[config.mk]
export PLATFORM = sky130hd
export DESIGN_NAME = two_way_sorted_merge_unit
export DESIGN_NICKNAME = d
export VERILOG_FILES = /design/src/design/tsm_pkg.sv /design/src/design/tsm_ram.sv /design/src/design/two_way_sorted_merge_unit.sv
export SDC_FILE = /design/constraint.sdc
export NUM_CORES = 2
export LEC_CHECK = 0
export BUFFER_PORTS_ARGS = -buffer_cell sky130_fd_sc_hd__buf_2
export CAP_MARGIN = 0
export CORE_MARGIN = 1.5
export CORE_UTILIZATION = 60
export CTS_BUF_LIST = sky130_fd_sc_hd__clkbuf_2 sky130_fd_sc_hd__clkbuf_4 sky130_fd_sc_hd__clkbuf_8
export CTS_CLUSTER_DIAMETER = 150
export DETAILED_ROUTE_END_ITERATION = 10
export GPL_TIMING_DRIVEN = 0
export PLACE_DENSITY = 0.76
export SLEW_MARGIN = 30
export SYNTH_ARGS = -nofsm -noshare
export SYNTH_HDL_FRONTEND = slang
export SYNTH_SLANG_ARGS = --single-unit
[constraint.sdc]
create_clock -name clk -period 4.8 [get_ports clk]
set_input_delay 0.24 -clock clk [delete_from_list [all_inputs] [get_ports clk]]
set_output_delay 0.24 -clock clk [all_outputs]
set_load 0.02 [all_outputs]
[src/design/tsm_pkg.sv]
// tsm_pkg: shared types, codes and helpers for the two-way sorted merge unit
// no dependencies; imported by tsm_ram users and the top level
package tsm_pkg;

  localparam int BUF_DEPTH_DEF = 32;
  localparam int WORD_W        = 32;
  localparam int CMD_W         = 2;
  localparam int STATUS_W      = 2;

  // input command codes
  typedef enum logic [CMD_W-1:0] {
    CMD_PUSH_A  = 2'd0,
    CMD_PUSH_B  = 2'd1,
    CMD_CLOSE_A = 2'd2,
    CMD_CLOSE_B = 2'd3
  } cmd_t;

  // result status codes
  localparam logic [STATUS_W-1:0] ST_ELEM = 2'd0;
  localparam logic [STATUS_W-1:0] ST_OVF  = 2'd1;
  localparam logic [STATUS_W-1:0] ST_END  = 2'd2;

  // sequencer states
  typedef enum logic [3:0] {
    S_IDLE   = 4'b0001,
    S_CMD    = 4'b0010,
    S_READ   = 4'b0100,
    S_DECIDE = 4'b1000
  } state_t;

  // true while the merge loop still has a result to give
  function automatic logic merge_go(input logic a_nz, input logic b_nz,
                                    input logic a_cl, input logic b_cl,
                                    input logic fin);
    merge_go = (a_nz && b_nz) || (a_nz && b_cl) || (b_nz && a_cl) ||
               (!a_nz && !b_nz && a_cl && b_cl && !fin);
  endfunction

endpackage

[src/design/tsm_ram.sv]
// tsm_ram: generic single-write, single-read ram with registered read data
// no package dependencies
module tsm_ram #(
  parameter int WIDTH = 32,
  parameter int DEPTH = 32
) (
  input  logic                     clk,
  input  logic                     we,
  input  logic [$clog2(DEPTH)-1:0] waddr,
  input  logic [WIDTH-1:0]         wdata,
  input  logic [$clog2(DEPTH)-1:0] raddr,
  output logic [WIDTH-1:0]         rdata
);

  logic [WIDTH-1:0] mem [DEPTH];

  always_ff @(posedge clk) begin
    if (we) begin
      mem[waddr] <= wdata;
    end
    rdata <= mem[raddr];
  end

endmodule

[src/design/two_way_sorted_merge_unit.sv]
// two_way_sorted_merge_unit: merges two ascending word streams held in two rams
// depends on tsm_pkg and tsm_ram
//
// Each input transfer either pushes a word into side A or B or closes a side.
// After the command is applied the unit emits every merged word it can: the
// smaller head of the two buffers while both hold words (B wins a tie), one
// side straight through once the other is closed and empty, and a single end
// marker once both sides are closed and empty. A push into a full or closed
// side is dropped and reported as an overflow result. The last result caused
// by a transfer carries out_run_last. A transfer is taken only when the
// sequencer is idle; the command is then applied in the command state (an
// overflow result goes out there once the output slot is free), and every
// merged word or end marker then passes through a read state, which reads
// both buffer heads from the rams, and a decide state, which compares and
// pops once the output slot is free. The single-entry output register lets
// the next transfer be accepted while a result still waits downstream.
module two_way_sorted_merge_unit #(
  parameter int BUF_DEPTH = tsm_pkg::BUF_DEPTH_DEF
) (
  input  logic                          clk,
  input  logic                          rst_n,
  input  logic                          in_valid,
  output logic                          in_ready,
  input  logic [tsm_pkg::CMD_W-1:0]     in_cmd,
  input  logic [tsm_pkg::WORD_W-1:0]    in_word,
  output logic                          out_valid,
  input  logic                          out_ready,
  output logic [tsm_pkg::WORD_W-1:0]    out_merged_word,
  output logic [tsm_pkg::STATUS_W-1:0]  out_status,
  output logic                          out_run_last
);
  import tsm_pkg::*;

  localparam int PTR_W = $clog2(BUF_DEPTH);
  localparam int CNT_W = $clog2(BUF_DEPTH + 1);
  localparam logic [CNT_W-1:0] FULL_CNT = CNT_W'(BUF_DEPTH);
  localparam logic [PTR_W-1:0] LAST_IDX = PTR_W'(BUF_DEPTH - 1);
  localparam logic [CNT_W:0]   DEPTH_X  = (CNT_W + 1)'(BUF_DEPTH);

  // sequencer and latched command
  state_t              state_r, state_nxt;
  cmd_t                cmd_r, cmd_nxt;
  logic [WORD_W-1:0]   word_r, word_nxt;

  // buffer bookkeeping
  logic [CNT_W-1:0]    fill_a_r, fill_a_nxt, fill_b_r, fill_b_nxt;
  logic [PTR_W-1:0]    head_a_r, head_a_nxt, head_b_r, head_b_nxt;
  logic                closed_a_r, closed_a_nxt, closed_b_r, closed_b_nxt;
  logic                fin_r, fin_nxt;

  // output register
  logic                out_valid_r, out_valid_nxt;
  logic [WORD_W-1:0]   out_word_r, out_word_nxt;
  logic [STATUS_W-1:0] out_status_r, out_status_nxt;
  logic                out_last_r, out_last_nxt;

  // ram ports
  logic                we_a, we_b;
  logic [PTR_W-1:0]    waddr_a, waddr_b;
  logic [WORD_W-1:0]   head_val_a, head_val_b;

  // tail address = head + fill, wrapped once
  logic [CNT_W:0]      tail_sum_a, tail_sum_b, tail_a, tail_b;

  logic                slot_free;
  logic                a_nz, b_nz;
  logic                pop_a, pop_b;

  assign slot_free = !out_valid_r || out_ready;
  assign a_nz      = (fill_a_r != '0);
  assign b_nz      = (fill_b_r != '0);

  assign tail_sum_a = (CNT_W + 1)'(head_a_r) + (CNT_W + 1)'(fill_a_r);
  assign tail_sum_b = (CNT_W + 1)'(head_b_r) + (CNT_W + 1)'(fill_b_r);
  assign tail_a     = (tail_sum_a >= DEPTH_X) ? tail_sum_a - DEPTH_X : tail_sum_a;
  assign tail_b     = (tail_sum_b >= DEPTH_X) ? tail_sum_b - DEPTH_X : tail_sum_b;
  assign waddr_a    = tail_a[PTR_W-1:0];
  assign waddr_b    = tail_b[PTR_W-1:0];

  // the rams always read at the current heads; data is registered and valid in the following cycle
  tsm_ram #(.WIDTH(WORD_W), .DEPTH(BUF_DEPTH)) u_buf_a (
    .clk   (clk),
    .we    (we_a),
    .waddr (waddr_a),
    .wdata (word_r),
    .raddr (head_a_r),
    .rdata (head_val_a)
  );

  tsm_ram #(.WIDTH(WORD_W), .DEPTH(BUF_DEPTH)) u_buf_b (
    .clk   (clk),
    .we    (we_b),
    .waddr (waddr_b),
    .wdata (word_r),
    .raddr (head_b_r),
    .rdata (head_val_b)
  );

  // pop choice in the decide state: smaller head, tie goes to b
  always_comb begin
    pop_a = 1'b0;
    pop_b = 1'b0;
    if (a_nz && b_nz) begin
      pop_a = (head_val_a < head_val_b);
      pop_b = !(head_val_a < head_val_b);
    end else if (a_nz && closed_b_r) begin
      pop_a = 1'b1;
    end else if (b_nz && closed_a_r) begin
      pop_b = 1'b1;
    end
  end

  always_comb begin
    state_nxt      = state_r;
    cmd_nxt        = cmd_r;
    word_nxt       = word_r;
    fill_a_nxt     = fill_a_r;
    fill_b_nxt     = fill_b_r;
    head_a_nxt     = head_a_r;
    head_b_nxt     = head_b_r;
    closed_a_nxt   = closed_a_r;
    closed_b_nxt   = closed_b_r;
    fin_nxt        = fin_r;
    out_valid_nxt  = out_valid_r && !out_ready;
    out_word_nxt   = out_word_r;
    out_status_nxt = out_status_r;
    out_last_nxt   = out_last_r;
    we_a           = 1'b0;
    we_b           = 1'b0;

    case (state_r)
      S_IDLE: begin
        if (in_valid) begin
          cmd_nxt   = cmd_t'(in_cmd);
          word_nxt  = in_word;
          state_nxt = S_CMD;
        end
      end

      S_CMD: begin
        case (cmd_r)
          CMD_PUSH_A: begin
            if (closed_a_r || fill_a_r == FULL_CNT) begin
              // dropped push: report overflow once the output slot is free
              if (slot_free) begin
                out_valid_nxt  = 1'b1;
                out_word_nxt   = '0;
                out_status_nxt = ST_OVF;
                out_last_nxt   = !merge_go(a_nz, b_nz, closed_a_r, closed_b_r, fin_r);
                state_nxt      = out_last_nxt ? S_IDLE : S_READ;
              end
            end else begin
              we_a       = 1'b1;
              fill_a_nxt = fill_a_r + 1'b1;
              state_nxt  = merge_go(1'b1, b_nz, closed_a_r, closed_b_r, fin_r)
                           ? S_READ : S_IDLE;
            end
          end
          CMD_PUSH_B: begin
            if (closed_b_r || fill_b_r == FULL_CNT) begin
              if (slot_free) begin
                out_valid_nxt  = 1'b1;
                out_word_nxt   = '0;
                out_status_nxt = ST_OVF;
                out_last_nxt   = !merge_go(a_nz, b_nz, closed_a_r, closed_b_r, fin_r);
                state_nxt      = out_last_nxt ? S_IDLE : S_READ;
              end
            end else begin
              we_b       = 1'b1;
              fill_b_nxt = fill_b_r + 1'b1;
              state_nxt  = merge_go(a_nz, 1'b1, closed_a_r, closed_b_r, fin_r)
                           ? S_READ : S_IDLE;
            end
          end
          CMD_CLOSE_A: begin
            closed_a_nxt = 1'b1;
            state_nxt    = merge_go(a_nz, b_nz, 1'b1, closed_b_r, fin_r)
                           ? S_READ : S_IDLE;
          end
          default: begin
            closed_b_nxt = 1'b1;
            state_nxt    = merge_go(a_nz, b_nz, closed_a_r, 1'b1, fin_r)
                           ? S_READ : S_IDLE;
          end
        endcase
      end

      // head data from the rams arrives during the next state
      S_READ: begin
        state_nxt = S_DECIDE;
      end

      S_DECIDE: begin
        if (slot_free) begin
          out_valid_nxt = 1'b1;
          if (pop_a) begin
            out_word_nxt   = head_val_a;
            out_status_nxt = ST_ELEM;
            fill_a_nxt     = fill_a_r - 1'b1;
            head_a_nxt     = (head_a_r == LAST_IDX) ? '0 : head_a_r + 1'b1;
          end else if (pop_b) begin
            out_word_nxt   = head_val_b;
            out_status_nxt = ST_ELEM;
            fill_b_nxt     = fill_b_r - 1'b1;
            head_b_nxt     = (head_b_r == LAST_IDX) ? '0 : head_b_r + 1'b1;
          end else begin
            // both sides closed and empty: end marker
            out_word_nxt   = '0;
            out_status_nxt = ST_END;
            fin_nxt        = 1'b1;
          end
          out_last_nxt = !merge_go(fill_a_nxt != '0, fill_b_nxt != '0,
                                   closed_a_r, closed_b_r, fin_nxt);
          state_nxt    = out_last_nxt ? S_IDLE : S_READ;
        end
      end

      default: begin
        state_nxt = S_IDLE;
      end
    endcase
  end

  always_ff @(posedge clk) begin
    if (!rst_n) begin
      state_r     <= S_IDLE;
      fill_a_r    <= '0;
      fill_b_r    <= '0;
      head_a_r    <= '0;
      head_b_r    <= '0;
      closed_a_r  <= 1'b0;
      closed_b_r  <= 1'b0;
      fin_r       <= 1'b0;
      out_valid_r <= 1'b0;
    end else begin
      state_r     <= state_nxt;
      fill_a_r    <= fill_a_nxt;
      fill_b_r    <= fill_b_nxt;
      head_a_r    <= head_a_nxt;
      head_b_r    <= head_b_nxt;
      closed_a_r  <= closed_a_nxt;
      closed_b_r  <= closed_b_nxt;
      fin_r       <= fin_nxt;
      out_valid_r <= out_valid_nxt;
    end
  end

  // payload registers
  always_ff @(posedge clk) begin
    cmd_r        <= cmd_nxt;
    word_r       <= word_nxt;
    out_word_r   <= out_word_nxt;
    out_status_r <= out_status_nxt;
    out_last_r   <= out_last_nxt;
  end

  assign in_ready        = (state_r == S_IDLE);
  assign out_valid       = out_valid_r;
  assign out_merged_word = out_word_r;
  assign out_status      = out_status_r;
  assign out_run_last    = out_last_r;

  // fill counts never exceed the buffer depth
  a_fill_bound: assert property (@(posedge clk) disable iff (!rst_n)
    fill_a_r <= FULL_CNT && fill_b_r <= FULL_CNT)
    else $error("fill count beyond buffer depth");

  // when idle the merge loop has nothing left to give
  a_idle_quiet: assert property (@(posedge clk) disable iff (!rst_n)
    state_r == S_IDLE |-> !merge_go(a_nz, b_nz, closed_a_r, closed_b_r, fin_r))
    else $error("idle with merge work pending");

  // end marker only after both sides closed and drained
  a_fin_consistent: assert property (@(posedge clk) disable iff (!rst_n)
    fin_r |-> (closed_a_r && closed_b_r && !a_nz && !b_nz))
    else $error("finished with open or non-empty side");

  // never pop an empty buffer
  a_pop_nonempty: assert property (@(posedge clk) disable iff (!rst_n)
    (state_r == S_DECIDE && slot_free) |-> ((!pop_a || a_nz) && (!pop_b || b_nz)))
    else $error("pop from empty buffer");

  // a transfer that ends its run returns the sequencer to idle
  a_last_to_idle: assert property (@(posedge clk) disable iff (!rst_n)
    (state_r == S_DECIDE && slot_free && out_last_nxt) |=> state_r == S_IDLE)
    else $error("last result without return to idle");

endmodule
; After elaboration in Yosys (flattened, before gate mapping)
; Memory sizes are Yosys's and may differ from the RTL's. A register that Yosys moved wholly into a read port is not among the register bits.
; Cells that the tools add are included.
[op_classes]
addsub = 10
magnitude_cmp = 3
eq_ne = 19
n_mux = 78
bitwise = 2
n_reduce_logical = 64
[op_table]
columns = cell, count
row1 = $mux W32, 6
row2 = $pmux W32 S2, 2
row3 = $mux W6, 13
row4 = $lt A32 B32 Y1, 1
row5 = $mux W1, 26
row6 = $pmux W6 S2, 2
row7 = $reduce_bool A6 Y1, 4
row8 = $mux W4, 5
row9 = $mux W5, 4
row10 = $logic_and A1 B1 Y1, 18
row11 = $logic_or A1 B1 Y1, 18
row12 = $mux W3, 6
row13 = $pmux W4 S4, 1
row14 = $add A5 B6 Y7, 2
row15 = $ge A7 B6 Y1 const B, 2
row16 = $add A6 B1 Y6 const B, 2
row17 = $eq A6 B6 Y1 const B, 2
row18 = $mux W2, 6
row19 = $pmux W4 S3, 1
row20 = $reduce_and A4 Y1, 3
row21 = $sub A6 B1 Y6 const B, 2
row22 = $logic_not A1 Y1, 11
row23 = $add A5 B1 Y5 const B, 2
row24 = $eq A5 B5 Y1 const B, 2
row25 = 20 further kinds, 35
[word_totals]
reg_bits = 99
ram_bits = 2048
in_bits = 38
out_inout_bits = 37
word_cells = 192
n_memories = 2
[mem_list]
columns = memory, words, width, rd, rd_clocked_by_memory_dff, write_ports, line_no
row1 = u_buf_a.mem, 32, 32, 1, 1, 1, tsm_ram.sv:15  ; logic [WIDTH-1:0] mem [DEPTH];
row2 = u_buf_b.mem, 32, 32, 1, 1, 1, tsm_ram.sv:15

; Logic depth before layout (Yosys ltp)
[logic_depth]
ltp_word = 19
ltp_mapped = 12
ltp_nobuf = 10

; Modules after synthesis
; Synthesis repeated with hierarchy kept, for this count alone.
[unflattened]
cells_unflattened = 5091
area_unflattened_um2 = 86738.2
[modules_own_cells]
columns = module, n_inst, cells_per_inst, area_each_um2, seq_area_each_um2
row1 = tsm_ram, 2, 2260, 40492.6, 31390.1
row2 = two_way_sorted_merge_unit, 1, 571, 5753.0, 2672.6

; Worst setup path before layout
; No wires, ideal clock.
[synth_path]
path_type = register to register
start = register fill_a_r[1]
end = memory u_buf_a.mem[0][0] (enable)
setup_ns = 0.421
t_arrival_ns = 3.333
required_ns = 4.379
slack_ns = 1.046
stages_incl_launch_ff = 9
path_buffers = 2
synth_period_minus_slack_ns = 3.754
path_cell_list = dfxtp_1 -> clkbuf_1 -> inv_1 -> ha_1 -> nor3b_1 -> a211o_1 -> or4_1 -> clkbuf_1 -> nor2_1
[synth_via]
elab_chain_cells = 7
word_cells_on_any_way = 11
classes_between = add/sub: 2 / order compare: 1 / eq/ne: 1 / mux: 6 / reduce/logical: 1
[synth_lines]
columns = element, line_no
row1 = from (decl), two_way_sorted_merge_unit.sv:46  ; logic [CNT_W-1:0] fill_a_r, fill_a_nxt, fill_b_r, fill_b_nxt;
row2 = from (signal assigned), two_way_sorted_merge_unit.sv:237  ; fill_a_r <= fill_a_nxt;
row3 = branches (longest 7 deep; another with $add A5 B6 Y7), --
row4 = to (decl), tsm_ram.sv:15
; Several ways; the timed one is not identified.

; Final worst setup path
[layout_path]
start = register fill_b_r[0]
end = memory u_buf_b.mem[23][26] (enable)
[layout_via]
elab_chain_cells = 7
word_cells_on_any_way = 11
classes_between = add/sub: 2 / order compare: 1 / eq/ne: 1 / mux: 6 / reduce/logical: 1
[layout_lines]
columns = element, line_no
row1 = from (decl), two_way_sorted_merge_unit.sv:46
row2 = from (signal assigned), two_way_sorted_merge_unit.sv:238  ; fill_b_r <= fill_b_nxt;
row3 = branches (longest 7 deep; another with $add A5 B6 Y7), --
row4 = to (decl), tsm_ram.sv:15
; Several ways; the timed one is not identified.

==> flow_summary.yaml <==
die:
  fp.dieW_microns: 378.8
  dieHeight_microns: 378.8
  start_util: 0.6057
  placementRows: 137
  coreArea_sq_um: 139900
  boundaryPins: 75
  die_area_sq_um: 143500
clocking:
  clkSinkCount: 2211
  cts_max_level: 5
  cts_tree: "yes"
  ctsRootBufferMaster: "clkbuf_8"
  clk_path_buf_depth: 4
  cts_setup_buffers: 0
  clk_pin_slew_worst_paths_ps: 60
  clk_latency_ps: 1020
  cts_buffers: 352
setup_path:
  cp-end-kind: "flip-flop"
  cp.arrival_ps: 5220
  rr_startpoint: "fill_b_r[0]"
  worst_r2r_path_depth: 7
  reg2reg_slack_ps: 240
  reg2reg_to: "u_buf_b.mem[23][26]"
  setup.worst_path.start: "fill_b_r[0]"
  cp_cell_sequence: "inv_1 > ha_1 > a311o_1 > nor2_1 > nand3_1 > nor2_4 > buf_16"
  cpPeakStageDelay_ps: 880
  cp_max_fo: 17
  crit_required_ps: 5460
  critPathCapture: "u_buf_b.mem[23][26]"
  cp_slowest_cell: "nor2_4"
  start_kind: "flip-flop"
  critPathKind: "reg2reg"
synth:
  syn_area_sq_um: 84720
  ys_async_sr_fraction: 0
  yosys_most_used_dff: "edfxtp_1"
  synthTopCellsByCount: "edfxtp_1, mux4_2, nor2_1"
  yosysTopAreaCell: "edfxtp_1"
  synth_seq_cells: 2211
  syn_area_per_cell_sq_um: 23.29
  synth_cell_types: 67
  syn-num-nets: 3726
  ys_warn_count: 0
  netlist_instances: 3638
  seq_area_frac_synth: 0.7725
  yosysMostFrequentCell: "edfxtp_1"
  synth.area.top_cells: "edfxtp_1, mux4_2, dfxtp_1, mux2_2, ha_1"
  yosysTopAreaCellShare: 0.7503
  synth-edff-count: 2117
power:
  clkPwrFrac: 0.392
  p_seq_frac: 0.568
  p_int_mw: 30.45
  finalPower_mw: 38.97
  p_switching_mw: 8.520
  combPwrFrac: 0.039
  p_per_area_nw_per_um2: 391.5
  p_leak_nw: 31.18
  netSwitchingFraction: 0.2186
  vdd_drop_max_v: 0.0004078
place:
  io_buffers: 73
  place_congestion: 0.9678
  dp_worst_setup_slack_ps: 480.1
  hpwl_mm: 151.0
route:
  wl_per_cell_microns: 34.61
  avgViaCountPerCell: 6.668
  routed_wirelength_mm: 224.2
  antenna_left: 0
  drc_errors: 0
  vias: 43197
  drt_first_iter_violations: 5912
  drt_pass1_iterations: 6
global_routing:
  antenna_found_initial: 7
  grt_overflow: 0
  first_global_vias: 43652
  grt_util_all_layers: 0.3204
  grt_pass1_wl_mm: 316.5
  grt_max_degree: 35
timing:
  timing.final.crit_share: 0.9502
  skew_ps: 89.67
  fmax_mhz: 219.2
  setup_violations: 0
  worstMarginPinSlew_ps: 1045
  final.setup.worst_slack_ps: 238.9
  hold_viol_final: 0
  tns_ps: 0
  max-slew-margin-rel: 0.3036
  rsz0062_at_grt: "false"
  period_needed_ps: 4561
  final_max_slew_viol_count: 0
outcome:
  status: "finished, final reports clean"
layout:
  final_net_count: 4436
  syn_to_final_growth_pct: 17.50
  drive_above_1_share: 0.3659
  fillers: 7809
min_path:
  hp-class: "in2reg"
  hold_depth: 2
job:
  cap_violations: 0
-- cell families after synthesis --
family                   share of synthesized area
AO/OA/AOI/OAI                              0.01155
adder cells (fa/ha/maj)                   0.007561
buffers and inverters                      0.01075
AND/OR/NAND/NOR                            0.01632
XOR/XNOR                                  0.002171
multiplexers                                0.1791
flip-flops                                  0.7725
-- worst max-delay path: cells and delay by family (launching register included) --
kind,cells,cell delay [ps]
compound gates,1,420
fa+ha+maj,1,300
buf+inv,2,440
flops,1,590
simple gates,3,2440
-- timing repair --
item	in CTS	in global routing
hold buffers	72	0
resized for setup	0	0
endpoints found under the hold margin	98	0
-- layer usage --
layer	GRT usage	vias to the layer above	wire length, microns
li1	-	16956	-
met3	0.07517	592	25340
met5	0	-	0
met4	0.1579	0	12200
met1	0.4331	22476	79920
met2	0.4987	3173	106700
-- state kept, by name, summed over array words and instances, names as in the netlist --
name / count
u_buf_a.rdata: 32
u_buf_b.mem: 1024
fill_a_r: 6
closed_a_r: 1
out_run_last: 1
out_merged_word: 32
fin_r: 1
u_buf_b.rdata: 32
cmd_r: 2
head_b_r: 5
head_a_r: 5
closed_b_r: 1
word_r: 32
out_status: 2
fill_b_r: 6
u_buf_a.mem: 1024
out_valid: 1
state_r: 4
-- metrics by stage --
step                cell area [sq um]    util  hold slack, ps  std cells
finish                          99550  0.7117           94.49       6478
CTS                             99500  0.7114           3.494       6467
global placement                87440  0.6251           416.1       5587
detailed placement              92270  0.6597           418.1       5797
floorplan                       84720       -           338.9       3638
global route                    99530  0.7116           63.89       6470
-- power groups by stage --
stage	Sequential, mW	Combinational [mW]	Clock (mW)
after floorplan	22.8	0.178	0
after global placement	23.3	0.289	0
after detailed placement	22.5	1.44	0
after CTS	22.1	1.48	15.3
after global routing	22.1	1.59	16.2
final	22.2	1.53	15.3
-- cells in the final DEF (no fill, tap or decap), types with 67 or more instances in the layout --
| cell type | synthesis | final |
|---|---|---|
| nor2_4 | 2 | 67 |
| edfxtp_1 | 2117 | 2117 |
| clkbuf_1 | 125 | 99 |
| mux4_2 | 640 | 640 |
| clkbuf_8 | 0 | 366 |
| buf_2 | 50 | 127 |
| clkbuf_4 | 0 | 124 |
| buf_16 | 0 | 108 |
| dfxtp_1 | 94 | 94 |
| nor2_1 | 134 | 69 |
| dlygate4sd3_1 | 0 | 72 |
| clkinv_1 | 0 | 73 |
-- final cells by class --
cell class	instances	area, sq um	area share
antenna	10	25.02	0.0002514
timing repair buffer	356	5413	0.05437
clock inverter	108	543.0	0.005455
inverter	39	146.4	0.001470
sequential	2211	65450	0.6575
multi-input combinational	1205	18860	0.1894
buffer	183	802.0	0.008056
clock buffer	490	5968	0.05995
tap	1876	2347	0.02358
-- how the worst min path moves through the flow --
stage                      from         end  slack (ps)
floorplan             in_cmd[0]    cmd_r[0]         340
global placement     in_word[3]   word_r[3]         420
detailed placement  in_word[29]  word_r[29]         420
CTS                 in_word[25]  word_r[25]           3
global route        in_word[25]  word_r[25]          60
finish              in_word[25]  word_r[25]          90
Note: power is estimated with default switching activity, not from simulation.
